`src/rtl/iis_pkg.sv`:
```
`default_nettype none
// ----------------------------------------------------------------------------
// iis_pkg
// Shared widths and the decoded transaction type of the in-order issue
// scoreboard.
// ----------------------------------------------------------------------------
package iis_pkg;

  localparam int NUM_REGS    = 32;
  localparam int REG_IDX_W   = 5;
  localparam int XLEN        = 64;
  localparam int SPEC_W      = 6;
  localparam int QSPEC_W     = 3 * SPEC_W;
  localparam int IN_TDATA_W  = 160;
  localparam int OUT_TDATA_W = 208;

  // One input transaction, unpacked from the stream word.
  typedef struct packed {
    logic                 flush;
    logic                 wb_write;
    logic [REG_IDX_W-1:0] wb_reg;
    logic [XLEN-1:0]      wb_value;
    logic                 exe_dest_valid;
    logic [REG_IDX_W-1:0] exe_dest_reg;
    logic                 dec_valid;
    logic [SPEC_W-1:0]    src1_spec;
    logic [SPEC_W-1:0]    src2_spec;
    logic [SPEC_W-1:0]    dest_spec;
    logic [XLEN-1:0]      inst_tag;
  } iis_item_t;

endpackage
`default_nettype wire

```
`src/rtl/iis_front.sv`:
```
`default_nettype none
// ----------------------------------------------------------------------------
// iis_front
// Input side: unpacks each stream transaction into its fields and holds it in
// a two-entry queue until the execution core takes it.
// ----------------------------------------------------------------------------
module iis_front (
  input  wire logic                           clk,
  input  wire logic                           rst_n,
  input  wire logic                           in_tvalid,
  output logic                                in_tready,
  input  wire logic [iis_pkg::IN_TDATA_W-1:0] in_tdata,
  output logic                                item_valid,
  output iis_pkg::iis_item_t                  item,
  input  wire logic                           item_pop
);
  import iis_pkg::*;

  iis_item_t  buf_r [2];
  logic       wr_ptr_r;
  logic       rd_ptr_r;
  logic [1:0] cnt_r;
  logic       push;
  iis_item_t  unpacked;

  always_comb begin
    unpacked.flush          = in_tdata[0];
    unpacked.wb_write       = in_tdata[1];
    unpacked.wb_reg         = in_tdata[6:2];
    unpacked.wb_value       = in_tdata[70:7];
    unpacked.exe_dest_valid = in_tdata[71];
    unpacked.exe_dest_reg   = in_tdata[76:72];
    unpacked.dec_valid      = in_tdata[77];
    unpacked.src1_spec      = in_tdata[83:78];
    unpacked.src2_spec      = in_tdata[89:84];
    unpacked.dest_spec      = in_tdata[95:90];
    unpacked.inst_tag       = in_tdata[159:96];
  end

  assign in_tready  = (cnt_r != 2'd2);
  assign push       = in_tvalid && in_tready;
  assign item_valid = (cnt_r != 2'd0);
  assign item       = buf_r[rd_ptr_r];

  always_ff @(posedge clk) begin
    if (push) begin
      buf_r[wr_ptr_r] <= unpacked;
    end
  end

  always_ff @(posedge clk) begin
    if (!rst_n) begin
      wr_ptr_r <= 1'b0;
      rd_ptr_r <= 1'b0;
      cnt_r    <= 2'd0;
    end else begin
      if (push) begin
        wr_ptr_r <= ~wr_ptr_r;
      end
      if (item_pop) begin
        rd_ptr_r <= ~rd_ptr_r;
      end
      case ({push, item_pop})
        2'b10:   cnt_r <= cnt_r + 2'd1;
        2'b01:   cnt_r <= cnt_r - 2'd1;
        default: cnt_r <= cnt_r;
      endcase
    end
  end

endmodule
`default_nettype wire

```
`config.mk`:
```
export PLATFORM = sky130hd
export DESIGN_NAME = iis_front
export DESIGN_NICKNAME = d
export VERILOG_FILES = /design/src/rtl/iis_pkg.sv /design/src/rtl/iis_front.sv
export SDC_FILE = /design/constraint.sdc
export NUM_CORES = 1
export LEC_CHECK = 0
export ABC_AREA = 1
export BUFFER_PORTS_ARGS = -buffer_cell sky130_fd_sc_hd__buf_2
export CAP_MARGIN = 20
export CORE_UTILIZATION = 38
export CTS_CLUSTER_DIAMETER = 30
export CTS_CLUSTER_SIZE = 24
export DETAILED_ROUTE_END_ITERATION = 10
export PLACE_DENSITY_LB_ADDON = 0.15
export SYNTH_ARGS = -nofsm -noshare
export SYNTH_HDL_FRONTEND = slang
export SYNTH_SLANG_ARGS = --single-unit
```
`constraint.sdc`:
```
create_clock -name clk -period 8.35 [get_ports clk]
set_input_delay 0.4175 -clock clk [delete_from_list [all_inputs] [get_ports clk]]
set_output_delay 0.4175 -clock clk [all_outputs]
set_load 0.02 [all_outputs]
```
==> results of run 1 <==
[metal layers]
metal | GRT usage, % | share of wire (%)
met5 | 0 | 0.11
met2 | 23.1 | 47
met1 | 17.2 | 40
met4 | 7.73 | 2.5
met3 | 7.28 | 11
[power breakdown]
part           internal (W)  switching [W]
Combinational      0.000209       0.000294
Sequential          0.00194      0.0000362
Clock               0.00191       0.000815
Total               0.00406        0.00115
[cells by family after synthesis]
group / count (synthesis) / share of synthesized area (%)
and+or+nand+nor: 22 / 0.719
AOI/OAI and AO/OA: 2 / 0.0821
DFF: 325 / 79.7
buffers and inverters: 22 / 1.48
muxes: 160 / 17.9
adders and majority gates: 1 / 0.103
[flip-flops by register name, indices dropped and copies added (netlist names), named ones only]
name      count
wr_ptr_r      1
rd_ptr_r      1
cnt_r         2
buf_r       320
[layout make-up]
cell class / count / area share (%)
Sequential cell: 325 / 58.5
Multi-Input combinational cell: 185 / 13.9
Tap cell: 402 / 3.03
Inverter: 4 / 0.0905
Antenna cell: 5 / 0.0754
Clock inverter: 44 / 3.24
Timing Repair Buffer: 331 / 10.2
Clock buffer: 82 / 11.0
[synth_stat cells]
library cell,n,area [sq um]
ha_1,1,12.5
or2_2,1,6.26
nand2_1,10,37.5
mux2_2,60,676
mux2_4,100,1500
edfxtp_1,320,9610
nand4_1,1,6.26
nor2_1,10,37.5
buf_2,6,30.0
inv_1,4,15.0
o21ai_0,1,5.00
buf_6,12,135
a21oi_1,1,5.00
dfxtp_1,5,100
[stage by stage]
step / hold slack, ns / power (W) / util (%) / worst slack, ns
after floorplan: 0.463 / 0.00236 / - / 0.257
after global placement: 0.480 / 0.00251 / 45.0 / 5.38
after detailed placement: 0.496 / 0.00252 / 45.1 / 5.35
after CTS: 0.0252 / 0.00528 / 52.6 / 4.76
after global routing: 0.0295 / 0.00540 / 52.6 / 4.67
final: 0.0585 / 0.00521 / 52.6 / 4.89
[how the worst max path moves through the flow]
| stage | start | end | slack (ns) | cells past startpoint |
|---|---|---|---|---|
| 4_1_cts | flip-flop | item[49] | 4.76 | 3 |
| 3_5_place_dp | flip-flop | item[49] | 5.35 | 3 |
| 3_3_place_gp | cnt_r[0] | buf_r[0][98] | 5.38 | 5 |
| 2_1_floorplan | cnt_r[0] | buf_r[1][0] | 0.26 | 4 |
| 6_report | flip-flop | item[49] | 4.89 | 3 |
| 5_1_grt | flip-flop | item[34] | 4.67 | 3 |
[cells in the final DEF (no fill, tap or decap), drive strengths merged]
cell type  Yosys  final
clkbuf         0     82
edfxtp       320    320
nor2          10     10
clkinv         0     23
nand4          1      1
clkinvlp       0      4
o21ai          1      1
a21oi          1      1
inv            4      9
nand2         10     10
ha             1      1
buf           18    331
or2            1      1
mux2         160    160
diode          0      5
dfxtp          5      5
bufinv         0     12
[worst register-to-register path, stage by stage, from the launching register on]
cell     delay, ns
dfxtp_1       0.35
inv_1         0.09
nand2_1       0.09
nand2_1       0.16
nor2_4        0.38
buf_12        0.25
buf_4         0.76
==> impl_metrics.py, run 1 <==
metrics = {
    "outcome": {
        "outcome": "completed",
    },
    "placement": {
        "dp_hpwl_microns": 15200,
        "placed_area_sq_um": 14200,
        "gp_congestion": 0.715,
        "dp.cells": 1247,
        "port_buffers": 325,
    },
    "clocking": {
        "cts.clk_slew.worst_paths_ns": 0.04,
        "cts_resized": 0,
        "cts_buffers": 70,
        "cts_setup_buffers": 0,
        "cts_tree": "done",
        "cts-hold-fix-buffers": 0,
        "worstSkewPairLatency_ns": 0.54,
        "cts_root_buf": "clkbuf_16",
        "clk_path_buf_depth": 3,
        "cts.sinks": 325,
        "cts_max_level": 3,
    },
    "critical_path": {
        "rr_startpoint": "cnt_r[0]",
        "crit_type": "reg2out",
        "required_ns": 7.93,
        "path_max_fanout": 58,
        "path_cells": "buf_4 > mux2_2 > buf_2",
        "cpLargestDelayFamily": "buffers and inverters",
        "cpPeakStageDelay_ns": 0.99,
        "endpoint_kind": "output pin",
        "worstSetupStartpointType": "flip-flop",
        "reg2reg_depth": 6,
        "worstPathArrival_ns": 3.04,
        "worst-path-buf-inv": 2,
        "r2r_setup_slack_ns": 5.78,
        "worstReg2RegEnd": "buf_r[0][92]",
        "slowest_stage": "dfxtp_4",
    },
    "worst_hold_path": {
        "hp-class": "in2reg",
        "hold_depth": 1,
        "min-delay-start": "in_tdata[30]",
        "hold_path_end": "buf_r[0][112]",
    },
    "layout": {
        "drive_gt1_share_pct": 61.6,
        "ff_latch_area_sq_um": 9710,
        "area_growth_pct": 36.3,
        "final_cells": 1378,
        "design_area_sq_um": 16600,
        "fillers": 2608,
        "multi_input_comb_area_sq_um": 2300,
        "num-nets-final": 1082,
    },
    "timing": {
        "hold_violations": 0,
        "fin_crit_sh_pct": 41.4,
        "tightest_slew_ns": 1.04,
        "final-max-slew-violation-count": 0,
        "min_period_ns": 3.46,
        "clock_skew_ns": 0.0136,
        "fmax_mhz": 289,
        "tns_ns": 0,
        "rsz0062_at_grt": "false",
        "setup_viol": 0,
        "slew_headroom_pct": 30.4,
    },
    "route": {
        "drt_pass1_iterations": 4,
        "route.detailed.drc": 0,
        "drt-total-wl_microns": 24700,
        "avgRoutedWirePerCell_microns": 17.9,
        "vias_per_cell": 4.59,
        "drt_iter0_drc": 255,
        "antenna_left": 0,
        "dr_total_vias": 6326,
    },
    "pwr": {
        "p_leak_nw": 6.55,
        "p_per_area_nw_per_um2": 314,
        "ir_drop_uv": 209,
    },
    "floorplanning": {
        "rows": 65,
        "die_h_microns": 181,
        "start_util_pct": 38.6,
        "die_x_microns": 181,
        "die-area_sq_um": 32800,
        "core_area_sq_um": 31600,
        "io_pins": 326,
    },
    "logic_synthesis": {
        "yosys_warnings": 0,
        "synth_seq_cells": 325,
        "synth_cells": 532,
        "yosys.cell_types.count": 14,
        "seq_area_frac_synth_pct": 79.7,
        "syn_nets": 697,
        "syn_area_sq_um": 12200,
        "syn_area_per_cell_sq_um": 22.9,
    },
    "global_routing": {
        "track_usage_pct": 14.9,
        "antenna_found_initial": 7,
        "grt_max_degree": 143,
        "grt_pass1_wl_microns": 36800,
        "grt.overflow.total": 0,
        "grt_pass1_vias": 6598,
    },
    "flow_run": {
        "cap_violations": 0,
    },
}
No activity file was read; power rests on OpenSTA's default activity.
==> inputs of run 2 (changes only) <==
==> constraint.sdc (replaced) <==
create_clock -name clk -period 3.2 [get_ports clk]
set_input_delay 0.16 -clock clk [delete_from_list [all_inputs] [get_ports clk]]
set_output_delay 0.16 -clock clk [all_outputs]
set_load 0.02 [all_outputs]
==> impl_metrics.py, run 2 (synthesis gave the netlist of run 1 again) <==
metrics = {
    "floorplanning": {
        "rows": 65,
        "start_util_pct": 38.6,
        "die_x_microns": 181,
        "io_pins": 326,
        "core_area_sq_um": 31600,
        "die-area_sq_um": 32800,
        "die_h_microns": 181,
    },
    "flow_run": {
        "cap_violations": 0,
    },
    "route": {
        "drt_iter0_drc": 342,
        "route.detailed.drc": 0,
        "dr_total_vias": 6916,
        "drt_pass1_iterations": 4,
        "antenna_left": 0,
        "drt-total-wl_microns": 25500,
        "avgRoutedWirePerCell_microns": 16.6,
        "vias_per_cell": 4.49,
    },
    "clocking": {
        "cts_max_level": 3,
        "cts_resized": 0,
        "cts-hold-fix-buffers": 163,
        "worstSkewPairLatency_ns": 0.54,
        "cts.clk_slew.worst_paths_ns": 0.04,
        "cts_root_buf": "clkbuf_16",
        "cts_buffers": 71,
        "cts.sinks": 325,
        "clk_path_buf_depth": 3,
        "cts_tree": "done",
        "cts_setup_buffers": 0,
    },
    "outcome": {
        "outcome": "completed",
    },
    "pwr": {
        "p_leak_nw": 7.32,
        "p_per_area_nw_per_um2": 762,
        "ir_drop_uv": 551,
    },
    "placement": {
        "dp.cells": 1249,
        "dp_hpwl_microns": 15300,
        "placed_area_sq_um": 14300,
        "gp_congestion": 0.705,
        "post-place-ws_ns": 1.34,
        "port_buffers": 325,
    },
    "global_routing": {
        "met1_usage_pct": 18.9,
        "busiest_layer": "met2",
        "track_usage_pct": 15.5,
        "met2_usage_pct": 24.1,
        "grt.overflow.total": 0,
        "grt_pass1_vias": 7522,
        "grtUsageMet3_pct": 6.97,
        "antenna_found_initial": 1,
        "grt_max_degree": 96,
        "grt_pass1_wl_microns": 39400,
    },
    "layout": {
        "area_growth_pct": 51.1,
        "largest_reg_flops": 320,
        "multi_input_comb_area_sq_um": 2320,
        "num-nets-final": 1248,
        "utilization_pct": 58.3,
        "ff_latch_area_sq_um": 9710,
        "drive_gt1_share_pct": 53.6,
        "reg_top3": "buf_r: 320 flops, cnt_r: 2 flops",
        "top_register": "buf_r",
        "final_cells": 1539,
        "design_area_sq_um": 18400,
        "mostFrequentLayoutCells": "325 x buf_2, 320 x edfxtp_1, 163 x dlygate4sd3_1",
        "fillers": 2480,
        "antennaDiodeCount": 0,
        "layout_commonest_cell": "buf_2",
    },
    "critical_path": {
        "path_max_fanout": 61,
        "path_cells": "buf_12 > mux2_2 > buf_2",
        "worstPathArrival_ns": 2.22,
        "slowest_stage": "dfxtp_4",
        "cpPeakStageDelay_ns": 0.63,
        "crit_type": "reg2out",
        "worstSetupStartpointType": "flip-flop",
        "endpoint_kind": "output pin",
        "required_ns": 3.04,
        "r2r_setup_slack_ns": 1.53,
    },
    "timing": {
        "fin_crit_sh_pct": 74.5,
        "slew_headroom_pct": 58.5,
        "final-max-slew-violation-count": 0,
        "worst_slack_ns": 0.816,
        "setup_viol": 0,
        "tns_ns": 0,
        "tightest_slew_ns": 0.623,
        "clock_skew_ns": 0.0136,
        "fmax_mhz": 419,
        "hold_violations": 0,
        "min_period_ns": 2.38,
        "rsz0062_at_grt": "false",
    },
    "worst_hold_path": {
        "hp-class": "in2reg",
    },
}
## run 2: cell type report
type / count / area share [%]
inverter: 4 / 0.0816
clock inverter: 42 / 2.96
tap: 402 / 2.73
timing repair buffer: 496 / 18.4
sequential: 325 / 52.8
multi-input combinational: 185 / 12.6
clock buffer: 85 / 10.4
## run 2: critical path, delay by kind of cell, from the launching register on
family | cells | cell delay [ns]
buffers and inverters | 2 | 0.62
DFF | 1 | 0.63
muxes | 1 | 0.39
## run 2: per-stage QoR
step	total power (W)	hold WS (ns)
after floorplan	0.00611	0.259
after global placement	0.00657	0.347
after detailed placement	0.00658	0.351
after CTS	0.0142	0.0684
after global routing	0.0145	0.0873
final	0.0140	0.0907
## run 2: layer usage
| layer | vias up | part of all wire (%) |
|---|---|---|
| met4 | 2 | 2.2 |
| met1 | 3332 | 42 |
| met3 | 52 | 9.6 |
| met2 | 288 | 46 |
| li1 | 3242 | - |
| met5 | - | 0.039 |
## run 2: power breakdown
| group | leakage, nW | internal, W | switching (W) | total [W] |
|---|---|---|---|---|
| logic | 3.09 | 0.000686 | 0.000817 | 0.00150 |
| clock network | 1.20 | 0.00519 | 0.00217 | 0.00736 |
| registers | 3.03 | 0.00507 | 0.0000833 | 0.00515 |
## run 2: final timing paths
check / depth (start not counted) / end / startpoint
max: 3 / item[159] / flip-flop
min: 4 / cnt_r[0] / in_tvalid
max reg2reg: 5 / buf_r[0][57] / cnt_r[0]
min reg2reg: 2 / flip-flop / rd_ptr_r
==> inputs of run 3 (changes only) <==
--- a/config.mk
+++ b/config.mk
@@ -5,7 +5,7 @@
 export SDC_FILE = /design/constraint.sdc
 export NUM_CORES = 1
 export LEC_CHECK = 0
-export ABC_AREA = 1
+export ABC_AREA = 0
 export BUFFER_PORTS_ARGS = -buffer_cell sky130_fd_sc_hd__buf_2
 export CAP_MARGIN = 20
 export CORE_UTILIZATION = 38
==> constraint.sdc (replaced) <==
create_clock -name clk -period 2.3 [get_ports clk]
set_input_delay 0.115 -clock clk [delete_from_list [all_inputs] [get_ports clk]]
set_output_delay 0.115 -clock clk [all_outputs]
set_load 0.02 [all_outputs]
==> impl_metrics.py, run 3 <==
metrics = {
    "clocking": {
        "cts_max_level": 3,
        "cts.sinks": 325,
        "cts_setup_buffers": 0,
        "cts.clk_slew.worst_paths_ns": 0.04,
        "cts_resized": 0,
        "cts_tree": "done",
        "cts_buffers": 71,
        "worstSkewPairLatency_ns": 0.55,
        "cts_root_buf": "clkbuf_16",
        "clk_path_buf_depth": 3,
        "cts-hold-fix-buffers": 163,
    },
    "timing": {
        "fin_crit_sh_pct": 93.9,
        "setup_viol": 0,
        "min_period_ns": 2.16,
        "clock_skew_ns": 0.0140,
        "rsz0062_at_grt": "false",
        "holdWs_ns": 0.284,
        "worst_slack_ns": 0.139,
        "fmax_mhz": 463,
        "hold_violations": 0,
        "slew_headroom_pct": 58.3,
        "tightest_slew_ns": 0.626,
        "final-max-slew-violation-count": 0,
    },
    "route": {
        "vias_per_cell": 4.45,
        "drt_pass1_iterations": 6,
        "drt_iter0_drc": 257,
        "dr_total_vias": 6832,
        "route.detailed.drc": 0,
        "antenna_left": 0,
        "avgRoutedWirePerCell_microns": 16.4,
        "drt-total-wl_microns": 25200,
    },
    "critical_path": {
        "r2r_setup_slack_ns": 0.65,
        "path_cells": "buf_12 > mux2_2 > buf_2",
        "rr_startpoint": "cnt_r[0]",
        "crit_type": "reg2out",
        "path_max_fanout": 41,
        "endpoint_kind": "output pin",
        "worstSetupStartpointType": "flip-flop",
        "required_ns": 2.18,
        "cpPeakStageDelay_ns": 0.59,
        "worstPathArrival_ns": 2.05,
        "slowest_stage": "dfxtp_4",
    },
    "pwr": {
        "p_int_w": 0.0151,
        "ir_drop_uv": 788,
        "p_leak_nw": 7.26,
        "p_total_w": 0.0197,
        "pwr-share-seq_pct": 37.0,
        "pwr-share-clk_pct": 50.2,
        "p_per_area_nw_per_um2": 1070,
        "p_sw_w": 0.00462,
        "swShare_pct": 23.4,
        "combPwrFrac_pct": 12.8,
    },
    "layout": {
        "final_cells": 1536,
        "largest_reg_flops": 320,
        "reg_top3": "buf_r: 320 flops, cnt_r: 2 flops",
        "drive_gt1_share_pct": 54.5,
        "layout_commonest_cell": "buf_2",
        "mostFrequentLayoutCells": "325 x buf_2, 320 x edfxtp_1, 163 x dlygate4sd3_1",
        "num-nets-final": 1242,
        "fillers": 2439,
        "top_register": "buf_r",
        "antennaDiodeCount": 0,
        "area_growth_pct": 51.0,
    },
    "logic_synthesis": {
        "syn_area_sq_um": 12200,
        "seq_area_frac_synth_pct": 79.7,
        "synth_flop_cell": "edfxtp_1",
        "synth.area.top_cells": "edfxtp_1 79%, mux2_4 12%, mux2_2 5.5%, buf_6 1.1%, dfxtp_1 0.82%",
        "ys_async_sr_fraction_pct": 0,
        "syn_area_per_cell_sq_um": 23.4,
        "synth_seq_cells": 325,
        "yosys.cell_types.count": 21,
        "syn_nets": 686,
        "synth_top_area_cell": "edfxtp_1",
        "yosys_warnings": 0,
        "synthTopCellsByCount": "320 x edfxtp_1, 100 x mux2_4, 60 x mux2_2",
        "synth_cells": 521,
        "synth_edf_count": 320,
        "yosysMostFrequentCell": "edfxtp_1",
        "yosysTopAreaCellShare_pct": 78.9,
    },
    "floorplanning": {
        "die_x_microns": 181,
        "start_util_pct": 38.6,
        "die_h_microns": 181,
        "core_area_sq_um": 31600,
        "die-area_sq_um": 32800,
        "io_pins": 326,
        "rows": 65,
    },
    "flow_run": {
        "cap_violations": 0,
    },
    "global_routing": {
        "grtUsageMet3_pct": 7.10,
        "busiest_layer": "met2",
        "grt_pass1_vias": 7411,
        "grt_max_degree": 82,
        "grt.overflow.total": 0,
        "met1_usage_pct": 18.5,
        "grt_pass1_wl_microns": 39300,
        "met2_usage_pct": 24.3,
        "antenna_found_initial": 0,
        "track_usage_pct": 15.5,
    },
    "placement": {
        "gp_congestion": 0.692,
        "dp.cells": 1243,
        "port_buffers": 325,
        "post-place-ws_ns": 0.633,
        "dp_hpwl_microns": 15200,
    },
    "worst_hold_path": {
        "hp-class": "in2reg",
        "min-delay-start": "in_tdata[148]",
    },
    "outcome": {
        "outcome": "completed",
    },
}
run 3: changes by cell type in the layout (fill, tap and decap cells not counted), moves of 3 or more:
| cell | delta |
|---|---|
| nor2_1 | -8 |
| clkinvlp_4 | +7 |
| nand2_1 | -7 |
| and2_1 | +3 |
| buf_4 | +3 |
| clkbuf_16 | -3 |
| clkinv_2 | +3 |
| clkinv_8 | +3 |
| inv_1 | -3 |
run 3: cells by family (layout without fill, tap and decap cells):
group,count (synthesis),count (layout),synth area share (%)
simple gates,9,9,0.452
fa+ha+maj,1,1,0.103
mux,160,160,17.9
buf+inv,19,632,1.39
flops,325,325,79.7
compound gates,4,4,0.247
xor+xnor,3,3,0.216
run 3: worst paths after layout:
| kind | to | cells after the start |
|---|---|---|
| worst min-delay path | buf_r[1][52] | 2 |
| worst min register to register | cnt_r[1] | 2 |
| worst max register to register | buf_r[1][7] | 3 |
| worst max-delay path | item[149] | 3 |
run 3: layout make-up:
cell class | instances | area [sq um] | share of cell area [%]
clock buffers | 79 | 1810 | 9.83
multi-input cells | 177 | 2310 | 12.6
well taps | 402 | 503 | 2.74
flip-flops and latches | 325 | 9710 | 52.8
clock inverters | 51 | 586 | 3.18
inverters | 1 | 7.51 | 0.0408
repair buffers | 501 | 3460 | 18.8
run 3: stage by stage:
step | instance area [sq um] | util, % | setup TNS, ns
global placement | 14400 | 45.5 | 0
finish | 18400 | 58.3 | 0
floorplan | 12200 | - | -285.35
detailed placement | 14400 | 45.5 | 0
CTS | 18400 | 58.3 | 0
global route | 18400 | 58.3 | 0
run 3: metal layers:
metal  wire, microns  vias up  share of wire, %
met5               0        -                 0
met3            2420       32               9.6
met2           11700      283                46
li1                -     3225                 -
met4             386        0               1.5
met1           10700     3292                42
run 3: power groups by stage:
stage	logic (W)	clock network [W]	registers, W
2_1_floorplan	0.00154	0	0.00738
3_3_place_gp	0.00233	0	0.00737
3_5_place_dp	0.00233	0	0.00739
4_1_cts	0.00256	0.0101	0.00729
5_1_grt	0.00269	0.0105	0.00733
6_report	0.00252	0.00989	0.00729
run 3: critical path: cells and delay by family, from the launching register on:
kind | cells | cell delay [ns]
buffers and inverters | 2 | 0.51
flip-flops | 1 | 0.59
multiplexers | 1 | 0.38
